**config.mk**
```make
export PLATFORM = sky130hd
export DESIGN_NAME = request_priority_queue
export DESIGN_NICKNAME = d
export VERILOG_FILES = /design/src/design/rpq_pkg.sv /design/src/design/rpq_cell.sv /design/src/design/request_priority_queue.sv
export SDC_FILE = /design/constraint.sdc
export NUM_CORES = 2
export LEC_CHECK = 0
export BUFFER_PORTS_ARGS = -buffer_cell sky130_fd_sc_hd__buf_4
export CELL_PAD_IN_SITES_DETAIL_PLACEMENT = 1
export CELL_PAD_IN_SITES_GLOBAL_PLACEMENT = 1
export CORE_MARGIN = 5
export CORE_UTILIZATION = 30
export DETAILED_ROUTE_END_ITERATION = 7
export PLACE_DENSITY_LB_ADDON = 0.05
export REMOVE_ABC_BUFFERS = 1
export SYNTH_ARGS = -nofsm -noshare
export SYNTH_HDL_FRONTEND = slang
export SYNTH_SLANG_ARGS = --single-unit
```
**constraint.sdc**
```tcl
create_clock -name clk -period 7.7 [get_ports clk]
set_input_delay 1.54 -clock clk [delete_from_list [all_inputs] [get_ports clk]]
set_output_delay 1.54 -clock clk [all_outputs]
set_load 0.1 [all_outputs]
```
**src/design/rpq_pkg.sv**
```systemverilog
// rpq_pkg: shared types, sizes and the ordering function of the request
// priority queue.
// No dependencies.
package rpq_pkg;

    localparam int CAPACITY    = 16;
    localparam int IDX_W       = $clog2(CAPACITY);
    localparam int CNT_W       = $clog2(CAPACITY + 1);
    localparam int KID_W       = IDX_W + 2;
    localparam int ID_W        = 8;
    localparam int TIME_W      = 32;
    localparam int COUNT_OUT_W = 5;

    localparam logic REQ_PUSH   = 1'b0;
    localparam logic REQ_REMOVE = 1'b1;

    localparam logic MODE_ARRIVAL  = 1'b0;
    localparam logic MODE_DEADLINE = 1'b1;

    typedef struct packed {
        logic              req_type;
        logic [ID_W-1:0]   requester_id;
        logic [TIME_W-1:0] arrival_time;
        logic [TIME_W-1:0] deadline_time;
    } req_t;

    typedef struct packed {
        logic                   head_valid;
        logic [ID_W-1:0]        head_id;
        logic [COUNT_OUT_W-1:0] waiting_count;
        logic                   push_dropped;
        logic                   remove_missed;
    } rsp_t;

    typedef struct packed {
        logic [ID_W-1:0]   id;
        logic [TIME_W-1:0] arrival;
        logic [TIME_W-1:0] deadline;
    } entry_t;

    typedef struct packed {
        logic wr_sel;
        logic in_use;
    } cell_ctl_t;

    // true when a is served no later than b
    function automatic logic comes_first(entry_t a, entry_t b, logic mode);
        logic r;
        if (mode == MODE_DEADLINE && a.deadline != b.deadline)
        begin
            r = (a.deadline < b.deadline);
        end
        else if (a.arrival != b.arrival)
        begin
            r = (a.arrival < b.arrival);
        end
        else
        begin
            r = (a.id <= b.id);
        end
        return r;
    endfunction

endpackage

```
**src/design/rpq_cell.sv**
```systemverilog
// rpq_cell: one heap slot; holds an entry, matches its id against the
// remove key and passes the first-match chain to the next slot.
// Depends on rpq_pkg.
module rpq_cell
    import rpq_pkg::*;
(
    input  logic      clk,
    input  cell_ctl_t ctl,
    input  entry_t    wr_data,
    input  logic [ID_W-1:0] key,
    input  logic      seen_in,
    output logic      seen_out,
    output logic      hit,
    output entry_t    q
);

    entry_t slot_reg;
    logic   match;

    always_ff @(posedge clk)
    begin
        if (ctl.wr_sel)
        begin
            slot_reg <= wr_data;
        end
    end

    assign match    = ctl.in_use && (slot_reg.id == key);
    assign hit      = match && !seen_in;
    assign seen_out = seen_in || match;
    assign q        = slot_reg;

endmodule

```
**src/design/request_priority_queue.sv**
```systemverilog
// request_priority_queue: binary min-heap of waiting requests over a row of
// slot cells, with a sequencer for sift-up and sift-down.
// Depends on rpq_pkg and rpq_cell.
// One slot read port: a sift-up step reads the parent (S_UP_RD), then compares
// and writes (S_UP_CMP); a sift-down level reads the left child (S_DN_L),
// compares it (S_DN_LC), then compares the right child if any (S_DN_RC).
// One item at a time; busy drops while the done strobe is shown.
// Reset clears the count and order mode; slot contents stay unknown.
module request_priority_queue
    import rpq_pkg::*;
(
    input  logic clk,
    input  logic rst_n,
    input  logic start,
    output logic busy,
    input  req_t req,
    output logic done,
    output rsp_t rsp,
    input  logic cfg_we,
    input  logic cfg_wdata
);

    typedef enum logic [3:0] {
        S_IDLE,
        S_SEARCH,
        S_UP_RD,
        S_UP_CMP,
        S_DN_START,
        S_DN_L,
        S_DN_LC,
        S_DN_RC,
        S_DONE
    } state_t;

    state_t            state_reg, state_next;
    logic [CNT_W-1:0]  cnt_reg, cnt_next;
    logic [IDX_W-1:0]  pos_reg, pos_next;
    logic [IDX_W-1:0]  orig_reg, orig_next;
    entry_t            m_reg, m_next;
    entry_t            rd_reg, rd_next;
    entry_t            best_reg, best_next;
    logic              took_reg, took_next;
    logic              removing_reg, removing_next;
    logic [ID_W-1:0]   key_reg, key_next;
    logic              dropped_reg, dropped_next;
    logic              missed_reg, missed_next;
    logic              mode_reg, mode_next;
    logic              done_reg, done_next;
    rsp_t              rsp_reg, rsp_next;

    entry_t            cell_q [CAPACITY];
    logic [CAPACITY:0] seen;
    logic [CAPACITY-1:0] hit_vec;
    logic [IDX_W-1:0]  hit_idx;
    logic              found;

    logic              wr_en;
    logic [IDX_W-1:0]  wr_addr;
    entry_t            wr_data;
    logic [IDX_W-1:0]  rd_addr;
    entry_t            rd_bus;

    logic [KID_W-1:0]  kid_l, kid_r, cnt_ext;
    logic [IDX_W-1:0]  up_idx;
    logic [CNT_W-1:0]  cnt_dec;
    entry_t            new_entry;

    assign seen[0] = 1'b0;

    for (genvar g = 0; g < CAPACITY; g++)
    begin : g_cell
        cell_ctl_t ctl;
        assign ctl.wr_sel = wr_en && (wr_addr == IDX_W'(g));
        assign ctl.in_use = (CNT_W'(g) < cnt_reg);

        rpq_cell u_cell (
            .clk      (clk),
            .ctl      (ctl),
            .wr_data  (wr_data),
            .key      (key_reg),
            .seen_in  (seen[g]),
            .seen_out (seen[g+1]),
            .hit      (hit_vec[g]),
            .q        (cell_q[g])
        );
    end

    assign found = seen[CAPACITY];

    always_comb
    begin
        hit_idx = '0;
        rd_bus  = '0;
        for (int k = 0; k < CAPACITY; k++)
        begin
            if (hit_vec[k])
            begin
                hit_idx = hit_idx | IDX_W'(k);
            end
            if (rd_addr == IDX_W'(k))
            begin
                rd_bus = cell_q[k];
            end
        end
    end

    assign kid_l   = {1'b0, pos_reg, 1'b1};
    assign kid_r   = kid_l + KID_W'(1);
    assign cnt_ext = KID_W'(cnt_reg);
    assign up_idx  = (pos_reg - IDX_W'(1)) >> 1;
    assign cnt_dec = cnt_reg - CNT_W'(1);

    assign new_entry.id       = req.requester_id;
    assign new_entry.arrival  = req.arrival_time;
    assign new_entry.deadline = req.deadline_time;

    always_comb
    begin
        state_next    = state_reg;
        cnt_next      = cnt_reg;
        pos_next      = pos_reg;
        orig_next     = orig_reg;
        m_next        = m_reg;
        best_next     = best_reg;
        took_next     = took_reg;
        removing_next = removing_reg;
        key_next      = key_reg;
        dropped_next  = dropped_reg;
        missed_next   = missed_reg;
        mode_next     = cfg_we ? cfg_wdata : mode_reg;
        done_next     = 1'b0;
        rsp_next      = rsp_reg;
        wr_en         = 1'b0;
        wr_addr       = pos_reg;
        wr_data       = m_reg;
        rd_addr       = pos_reg;

        unique case (state_reg)
            S_IDLE:
            begin
                if (start)
                begin
                    dropped_next = 1'b0;
                    missed_next  = 1'b0;
                    if (req.req_type == REQ_PUSH)
                    begin
                        if (cnt_reg == CNT_W'(CAPACITY))
                        begin
                            dropped_next = 1'b1;
                            state_next   = S_DONE;
                        end
                        else
                        begin
                            m_next        = new_entry;
                            pos_next      = cnt_reg[IDX_W-1:0];
                            cnt_next      = cnt_reg + CNT_W'(1);
                            removing_next = 1'b0;
                            state_next    = S_UP_RD;
                        end
                    end
                    else
                    begin
                        key_next   = req.requester_id;
                        state_next = S_SEARCH;
                    end
                end
            end

            S_SEARCH:
            begin
                rd_addr = cnt_dec[IDX_W-1:0];
                if (!found)
                begin
                    missed_next = 1'b1;
                    state_next  = S_DONE;
                end
                else
                begin
                    cnt_next = cnt_dec;
                    if (hit_idx == cnt_dec[IDX_W-1:0])
                    begin
                        state_next = S_DONE;
                    end
                    else
                    begin
                        m_next        = rd_bus;
                        pos_next      = hit_idx;
                        orig_next     = hit_idx;
                        removing_next = 1'b1;
                        state_next    = S_UP_RD;
                    end
                end
            end

            S_UP_RD:
            begin
                rd_addr = up_idx;
                if (pos_reg == '0)
                begin
                    wr_en      = 1'b1;
                    state_next = removing_reg ? S_DN_START : S_DONE;
                end
                else
                begin
                    state_next = S_UP_CMP;
                end
            end

            S_UP_CMP:
            begin
                wr_en = 1'b1;
                if (comes_first(rd_reg, m_reg, mode_reg))
                begin
                    state_next = removing_reg ? S_DN_START : S_DONE;
                end
                else
                begin
                    wr_data    = rd_reg;
                    pos_next   = up_idx;
                    state_next = S_UP_RD;
                end
            end

            S_DN_START:
            begin
                rd_addr    = orig_reg;
                m_next     = rd_bus;
                pos_next   = orig_reg;
                state_next = S_DN_L;
            end

            S_DN_L:
            begin
                rd_addr = kid_l[IDX_W-1:0];
                if (kid_l >= cnt_ext)
                begin
                    wr_en      = 1'b1;
                    state_next = S_DONE;
                end
                else
                begin
                    state_next = S_DN_LC;
                end
            end

            S_DN_LC:
            begin
                rd_addr   = kid_r[IDX_W-1:0];
                took_next = comes_first(rd_reg, m_reg, mode_reg);
                best_next = took_next ? rd_reg : m_reg;
                if (kid_r < cnt_ext)
                begin
                    state_next = S_DN_RC;
                end
                else if (took_next)
                begin
                    wr_en      = 1'b1;
                    wr_data    = rd_reg;
                    pos_next   = kid_l[IDX_W-1:0];
                    state_next = S_DN_L;
                end
                else
                begin
                    wr_en      = 1'b1;
                    state_next = S_DONE;
                end
            end

            S_DN_RC:
            begin
                wr_en = 1'b1;
                if (comes_first(rd_reg, best_reg, mode_reg))
                begin
                    wr_data    = rd_reg;
                    pos_next   = kid_r[IDX_W-1:0];
                    state_next = S_DN_L;
                end
                else if (took_reg)
                begin
                    wr_data    = best_reg;
                    pos_next   = kid_l[IDX_W-1:0];
                    state_next = S_DN_L;
                end
                else
                begin
                    state_next = S_DONE;
                end
            end

            S_DONE:
            begin
                rsp_next.head_valid    = (cnt_reg != '0);
                rsp_next.head_id       = (cnt_reg != '0) ? cell_q[0].id : '0;
                rsp_next.waiting_count = COUNT_OUT_W'(cnt_reg);
                rsp_next.push_dropped  = dropped_reg;
                rsp_next.remove_missed = missed_reg;
                done_next              = 1'b1;
                state_next             = S_IDLE;
            end

            default:
            begin
                state_next = S_IDLE;
            end
        endcase

        rd_next = rd_bus;
    end

    always_ff @(posedge clk or negedge rst_n)
    begin
        if (!rst_n)
        begin
            state_reg    <= S_IDLE;
            cnt_reg      <= '0;
            mode_reg     <= MODE_ARRIVAL;
            done_reg     <= 1'b0;
            rsp_reg      <= '0;
            pos_reg      <= '0;
            orig_reg     <= '0;
            m_reg        <= '0;
            rd_reg       <= '0;
            best_reg     <= '0;
            took_reg     <= 1'b0;
            removing_reg <= 1'b0;
            key_reg      <= '0;
            dropped_reg  <= 1'b0;
            missed_reg   <= 1'b0;
        end
        else
        begin
            state_reg    <= state_next;
            cnt_reg      <= cnt_next;
            mode_reg     <= mode_next;
            done_reg     <= done_next;
            rsp_reg      <= rsp_next;
            pos_reg      <= pos_next;
            orig_reg     <= orig_next;
            m_reg        <= m_next;
            rd_reg       <= rd_next;
            best_reg     <= best_next;
            took_reg     <= took_next;
            removing_reg <= removing_next;
            key_reg      <= key_next;
            dropped_reg  <= dropped_next;
            missed_reg   <= missed_next;
        end
    end

    assign busy = (state_reg != S_IDLE);
    assign done = done_reg;
    assign rsp  = rsp_reg;

    a_cnt_bound: assert property (@(posedge clk) disable iff (!rst_n)
        cnt_reg <= CNT_W'(CAPACITY))
        else $error("count above capacity");

    a_one_hit: assert property (@(posedge clk) disable iff (!rst_n)
        $onehot0(hit_vec))
        else $error("more than one first match");

    a_drop_full: assert property (@(posedge clk) disable iff (!rst_n)
        done && rsp.push_dropped |-> rsp.waiting_count == COUNT_OUT_W'(CAPACITY))
        else $error("push dropped while store not full");

    a_flags: assert property (@(posedge clk) disable iff (!rst_n)
        done |-> !(rsp.push_dropped && rsp.remove_missed))
        else $error("drop and miss flagged together");

    a_push_count: assert property (@(posedge clk) disable iff (!rst_n)
        start && !busy && req.req_type == REQ_PUSH && cnt_reg < CNT_W'(CAPACITY)
        |=> cnt_reg == $past(cnt_reg) + CNT_W'(1))
        else $error("push did not grow the count");

    a_head_valid: assert property (@(posedge clk) disable iff (!rst_n)
        done |-> rsp.head_valid == (rsp.waiting_count != '0))
        else $error("head valid disagrees with count");

endmodule

```
## Word level (Yosys, flattened, before mapping)

Index checks and enable logic that the tools add are counted.

- Add/subtract/negate cells: 4
- Magnitude comparators: 24
- Equality and inequality tests: 70
- Mux-type cells: 98
- Bitwise logic cells: 1
- Reductions and logical operators: 96

Operators with widths:

| kind | number |
|---|---|
| $mux 72 | 26 |
| $pmux 72 s3 | 2 |
| $eq 8x8->1 | 16 |
| $lt 32x32->1 | 4 |
| $ne 32x32->1 | 4 |
| $mux 4 | 31 |
| $eq 4x4->1 const B | 17 |
| $logic_and 1x1->1 | 49 |
| $eq 4x3->1 const B | 12 |
| $lt 4x5->1 const A | 8 |
| $pmux 4 s8 | 1 |
| $eq 4x2->1 const B | 6 |
| $pmux 4 s6 | 1 |
| $mux 1 | 21 |
| $lt 3x5->1 const A | 4 |
| $mux 5 | 4 |
| $pmux 4 s5 | 1 |
| $ne 2x2->1 const B | 9 |
| $le 8x8->1 | 2 |
| $logic_not 1->1 | 15 |
| $logic_or 1x1->1 | 15 |
| $eq 4x1->1 const B | 3 |
| $logic_not 4->1 | 3 |
| $mux 3 | 4 |
| 28 further kinds | 35 |

- Register bits after elaboration: 1415
- Input bits: 78
- Output and inout port bits: 18
- Logic and storage cells: 366

## Depth between registers and ports, before layout

- Depth after elaboration: 23
- Depth in mapped cells: 18
- Mapped depth without buffers: 12

## By module

A second synthesis with hierarchy kept.

- Cell total of the unflattened synthesis: 4996
- Area total of the unflattened synthesis: 63233.1 µm²

By module, submodules not included:

| module | instances | cells each | area each (µm²) | sequential area each (µm²) |
|---|---|---|---|---|
| rpq_cell | 16 | 86 | 2270.9 | 2162.1 |
| request_priority_queue | 1 | 3620 | 26898.3 | 6581.3 |

## Least setup slack after synthesis

No wires, ideal clock.

- Path kind: register -> register
- From: register pos_reg[0]
- To: register g_cell[3].u_cell.slot_reg, in the netlist g_cell[3].u_cell.q[0], enable pin
- Setup time: 0.591 ns
- Arrival: 6.859 ns
- Required time: 7.109 ns
- Path slack: 0.250 ns
- Stages on the path, launching flop included: 11
- Path buffers: 0
- Period minus slack after synthesis: 7.450 ns
- Path through: dfrtp_1 -> inv_1 -> ha_1 -> ha_1 -> a21o_1 -> a21o_1 -> a221oi_1 -> nor2_1 -> or3_1 -> nand2_1 -> nor3_1

RTL lines:

| item | line | text |
|---|---|---|
| from (decl) | request_priority_queue.sv:37 | `logic [IDX_W-1:0] pos_reg, pos_next;` |
| from (signal assigned) | request_priority_queue.sv:337 | `pos_reg <= pos_next;` |
| to (signal assigned) | rpq_cell.sv:24 | `slot_reg <= wr_data;` |
| to (decl) | rpq_cell.sv:17 | `entry_t slot_reg;` |

==> summary.txt <==
Status
  • Run status: complete, no violations

Setup path
  • Highest fanout seen on the critical path: 34
  • Total buffers and inverters traversed by the critical path: 1
  • Worst setup SP type: flip-flop
  • Destination of the worst register-to-register timing path: g_cell[4].u_cell.q[63]
  • Critical Path Max Stage Delay: 890 ps
  • Kind of cell adding the most delay to the critical path: compound AO/OA/AOI/OAI gates
  • Signal arrival time at the worst endpoint: 6920 ps
  • Cell type with the highest occurrence count on the critical path: sky130_fd_sc_hd__nand2_4
  • Worst flop-to-flop path startpoint: rd_reg[63]
  • Worst setup EP type: flip-flop
  • Critical path data required time: 8150 ps
  • Flop-to-flop setup slack: 1230 ps
  • Slowest cell on crit path: sky130_fd_sc_hd__o22ai_1
  • Kind of critical path: flip-flop to flip-flop
  • Critical path cell sequence: ha_1 -> and4_1 -> nand3_1 -> a2111oi_0 -> a211o_1 -> a211oi_1 -> o22ai_1 -> nand2_4 -> a221oi_1 -> nand2_4 -> buf_4 -> a221o_1
  • R2R cell count: 12

Hold path
  • Hold-critical path endpoint: rd_reg[3]
  • Worst hold path type: flip-flop to flip-flop
  • Worst min-delay path startpoint: g_cell[15].u_cell.q[3]
  • Worst Hold Depth: 2

Timing
  • Period Utilization, post-route: 83.99%
  • Slew at the pin closest to its max-slew limit: 1357 ps
  • Total of endpoints with negative setup slack in the final report: 0
  • Maximum clock frequency: 154.6 MHz
  • Setup skew after layout: 40.01 ps
  • RSZ-0062 raised after global routing: false
  • Tightest hold margin: 474.6 ps
  • Final count of hold timing violations: 0
  • Slew Viols, Final: 0
  • Clock period minus final worst setup slack: 6467 ps
  • Max-slew headroom: 9.559%

Power
  • Reported net switching power: 0.01713 W
  • Switching part of the total: 45.21%
  • Logic pwr share: 48.5%
  • Largest voltage drop on the vdd net: 0.0004141 V
  • Seq pwr share: 30.1%
  • Portion of total power attributed to the clock network: 21.4%
  • Total leakage power: 25.50 nW
  • Internal power consumption: 0.02076 W
  • Pwr Density: 528.5 mW/mm^2

Flow run
  • Max-cap violations: 0

Placement
  • Cell area after placement: 0.06613 sq mm
  • Placed cell count: 7,064
  • GP Congestion: 0.8356
  • Post-DP HPWL: 162.8 mm
  • Port buffer count: 95

Yosys
  • Basic-gate share of the synthesized area counting and, or, nand and nor cells: 7.508%
  • Count of mapped cells out of synthesis: 4,378
  • Share of flip-flops with an asynchronous set or reset after synthesis: 18.59%
  • Most frequent cell after synthesis: sky130_fd_sc_hd__edfxtp_1
  • Share of the synthesized area in compound gates (AO/OA/AOI/OAI): 12.56%
  • Average footprint of a synthesized cell: 13.95 sq um
  • Synth unique cells: 84
  • Post-synth top area share: 56.65%
  • Xor/xnor share of the synthesized area: 2.022%
  • Combinational family with the most area after synthesis: compound AO/OA/AOI/OAI gates
  • Ys Warns: 0
  • Number of enable-type register cells in the synthesized netlist: 1,152
  • Synthesis-stage register bit count: 1,415
  • Post-synthesis share of cell area spent on full adders, half adders and majority gates: 3.299%
  • Most area-consuming cells after synthesis: sky130_fd_sc_hd__edfxtp_1 (57%), sky130_fd_sc_hd__dfrtp_1 (11%), sky130_fd_sc_hd__ha_1 (3.3%)
  • Seq/Total Area, Yosys: 67.43%
  • Fraction of synthesized area in multiplexers: 4.432%
  • Yosys top cell by area: sky130_fd_sc_hd__edfxtp_1
  • Primary FF master, synth: sky130_fd_sc_hd__edfxtp_1
  • Most common library cells after synthesis: sky130_fd_sc_hd__edfxtp_1 (1,152), sky130_fd_sc_hd__nand2_1 (291), sky130_fd_sc_hd__dfrtp_1 (263), sky130_fd_sc_hd__mux2i_1 (201), sky130_fd_sc_hd__o21ai_0 (185)
  • Synthesized cell area: 0.06106 sq mm

Floorplanning
  • Die height: 461.2 microns
  • Width of the chip: 461.2 microns
  • Core area: 0.2023 sq mm
  • I/O pin count: 96
  • DIE AREA: 0.2127 sq mm
  • Starting density of the core: 30.18%
  • Number of rows created at floorplan: 165

Finish
  • Final standard cell area without fillers: 0.07168 sq mm
  • Net count of the finished layout: 4,801
  • Flip-flop count of the largest register, all copies and words added: 1,152
  • Layout overhead on the synthesized area: 17.39%
  • Utilization after layout: 35.43%
  • Layout cell share with drive strength beyond 1: 13.91%
  • Final Non-Filler Cells: 7,383

Clock tree
  • Bufs on Longest Clock Path: 3
  • Number of levels in the clock H-tree: 4
  • Hold Buf Count CTS: 0
  • Worst-path clk slew: 60 ps
  • Clk sinks: 1,415
  • Number of gates given a new drive strength after cts: 0
  • Clock tree from TritonCTS: built
  • Post-CTS Setup Repair Bufs: 0
  • Clock Root Buffer: sky130_fd_sc_hd__clkbuf_16
  • Later-pin clock latency in the skew report: 830 ps
  • TritonCTS Buffers: 168

Detailed routing
  • Routed wire length: 273.0 mm
  • Detailed-routing iteration count for the pre-antenna-repair pass: 6
  • Mean number of vias per cell: 5.696
  • Detailed-route DRC error count: 0
  • Initial DRC Count: 3,919
  • Via total after detailed routing: 42,060
  • Antenna Violating Nets Remaining: 0
  • Post-DR wirelength/cell: 36.98 microns

Global route
  • Global Route Usage Sum: 25.32%
  • First-pass GRT wire length: 372.1 mm
  • Initial antenna violation count: 15
  • Largest net degree at the start of global routing: 109
  • Global-route congestion overflow total: 0
  • Number of global-route vias before repair: 42,900
## placed cells by master (no fill, tap or decap), drive strengths merged, types with 15 or more instances in the layout
cell	n
nand3	83
ha	161
mux2i	201
xnor2	81
nand2	291
a221o	90
or4	23
nand4	69
o21a	34
o21ai	189
a21o	31
xor2	60
nor2b	17
a21oi	146
a221oi	28
inv	165
edfxtp	1152
and3	105
clkbuf	224
dfrtp	263
a22oi	176
nor3	72
buf	265
a31oi	26
a222oi	39
nor2	157
nor4	30
bufinv	15
or3	23
clkinv	68
mux2	38
a22o	15
o22ai	119
o211ai	27
a211oi	23
## stage by stage
step	TNS (ps)	total power (W)	setup WS, ps
CTS	0	0.03811	1323
global placement	0	0.02984	1526
floorplan	-329210	0.02089	-1516
finish	0	0.03788	1233
detailed placement	0	0.02990	1401
global route	0	0.03952	1079
## how the worst max path moves through the flow
stage                 start                       to  slack, ps  cells after the start
2_1_floorplan  state_reg[2]    g_cell[3].u_cell.q[0]      -1520                      6
3_3_place_gp     rd_reg[63]  g_cell[12].u_cell.q[56]       1530                     12
3_5_place_dp     rd_reg[63]    g_cell[9].u_cell.q[1]       1400                     12
4_1_cts           m_reg[63]   g_cell[4].u_cell.q[63]       1320                     13
5_1_grt           m_reg[63]   g_cell[4].u_cell.q[63]       1080                     13
6_report         rd_reg[63]   g_cell[4].u_cell.q[63]       1230                     12
## routing by layer
metal	wire length, microns	part of all wire [%]	global-route usage (%)
met2	128200	47	41.26
met3	12200	4.5	2.909
met1	127100	47	36.46
met4	5509	2.0	5.376
met5	52	0.019	0
## worst min-delay path, cell delays in order (launching register included)
cell	delay, ps
sky130_fd_sc_hd__edfxtp_1	350
sky130_fd_sc_hd__nand2_1	50
sky130_fd_sc_hd__nand2_1	50
## final cells by class
cell class / instances / area, sq um
Fill cell: 21060 / 130600
Sequential cell: 1415 / 41180
Multi-Input combinational cell: 2550 / 18650
Clock buffer: 224 / 4568
Tap cell: 2672 / 3343
Timing Repair Buffer: 265 / 2360
Clock inverter: 92 / 963.4
Inverter: 162 / 608.1
Antenna cell: 3 / 7.507
## power by group through the flow
stage	Combinational [W]	Sequential [W]	Clock, W
after floorplan	0.00936	0.0115	0
after global placement	0.0183	0.0115	0
after detailed placement	0.0183	0.0116	0
after CTS	0.0184	0.0114	0.00827
after global routing	0.0194	0.0115	0.00859
final	0.0184	0.0114	0.00809
## cells by family (layout without fill, tap and decap cells)
kind of cell    after synthesis  count (layout)
xor+xnor                    141             141
other cells                   0               3
buf+inv                     413             743
simple gates                920             920
mux                         250             250
flops                      1415            1415
fa+ha+maj                   161             161
compound gates             1078            1078
(Power assumes the default switching activity.)
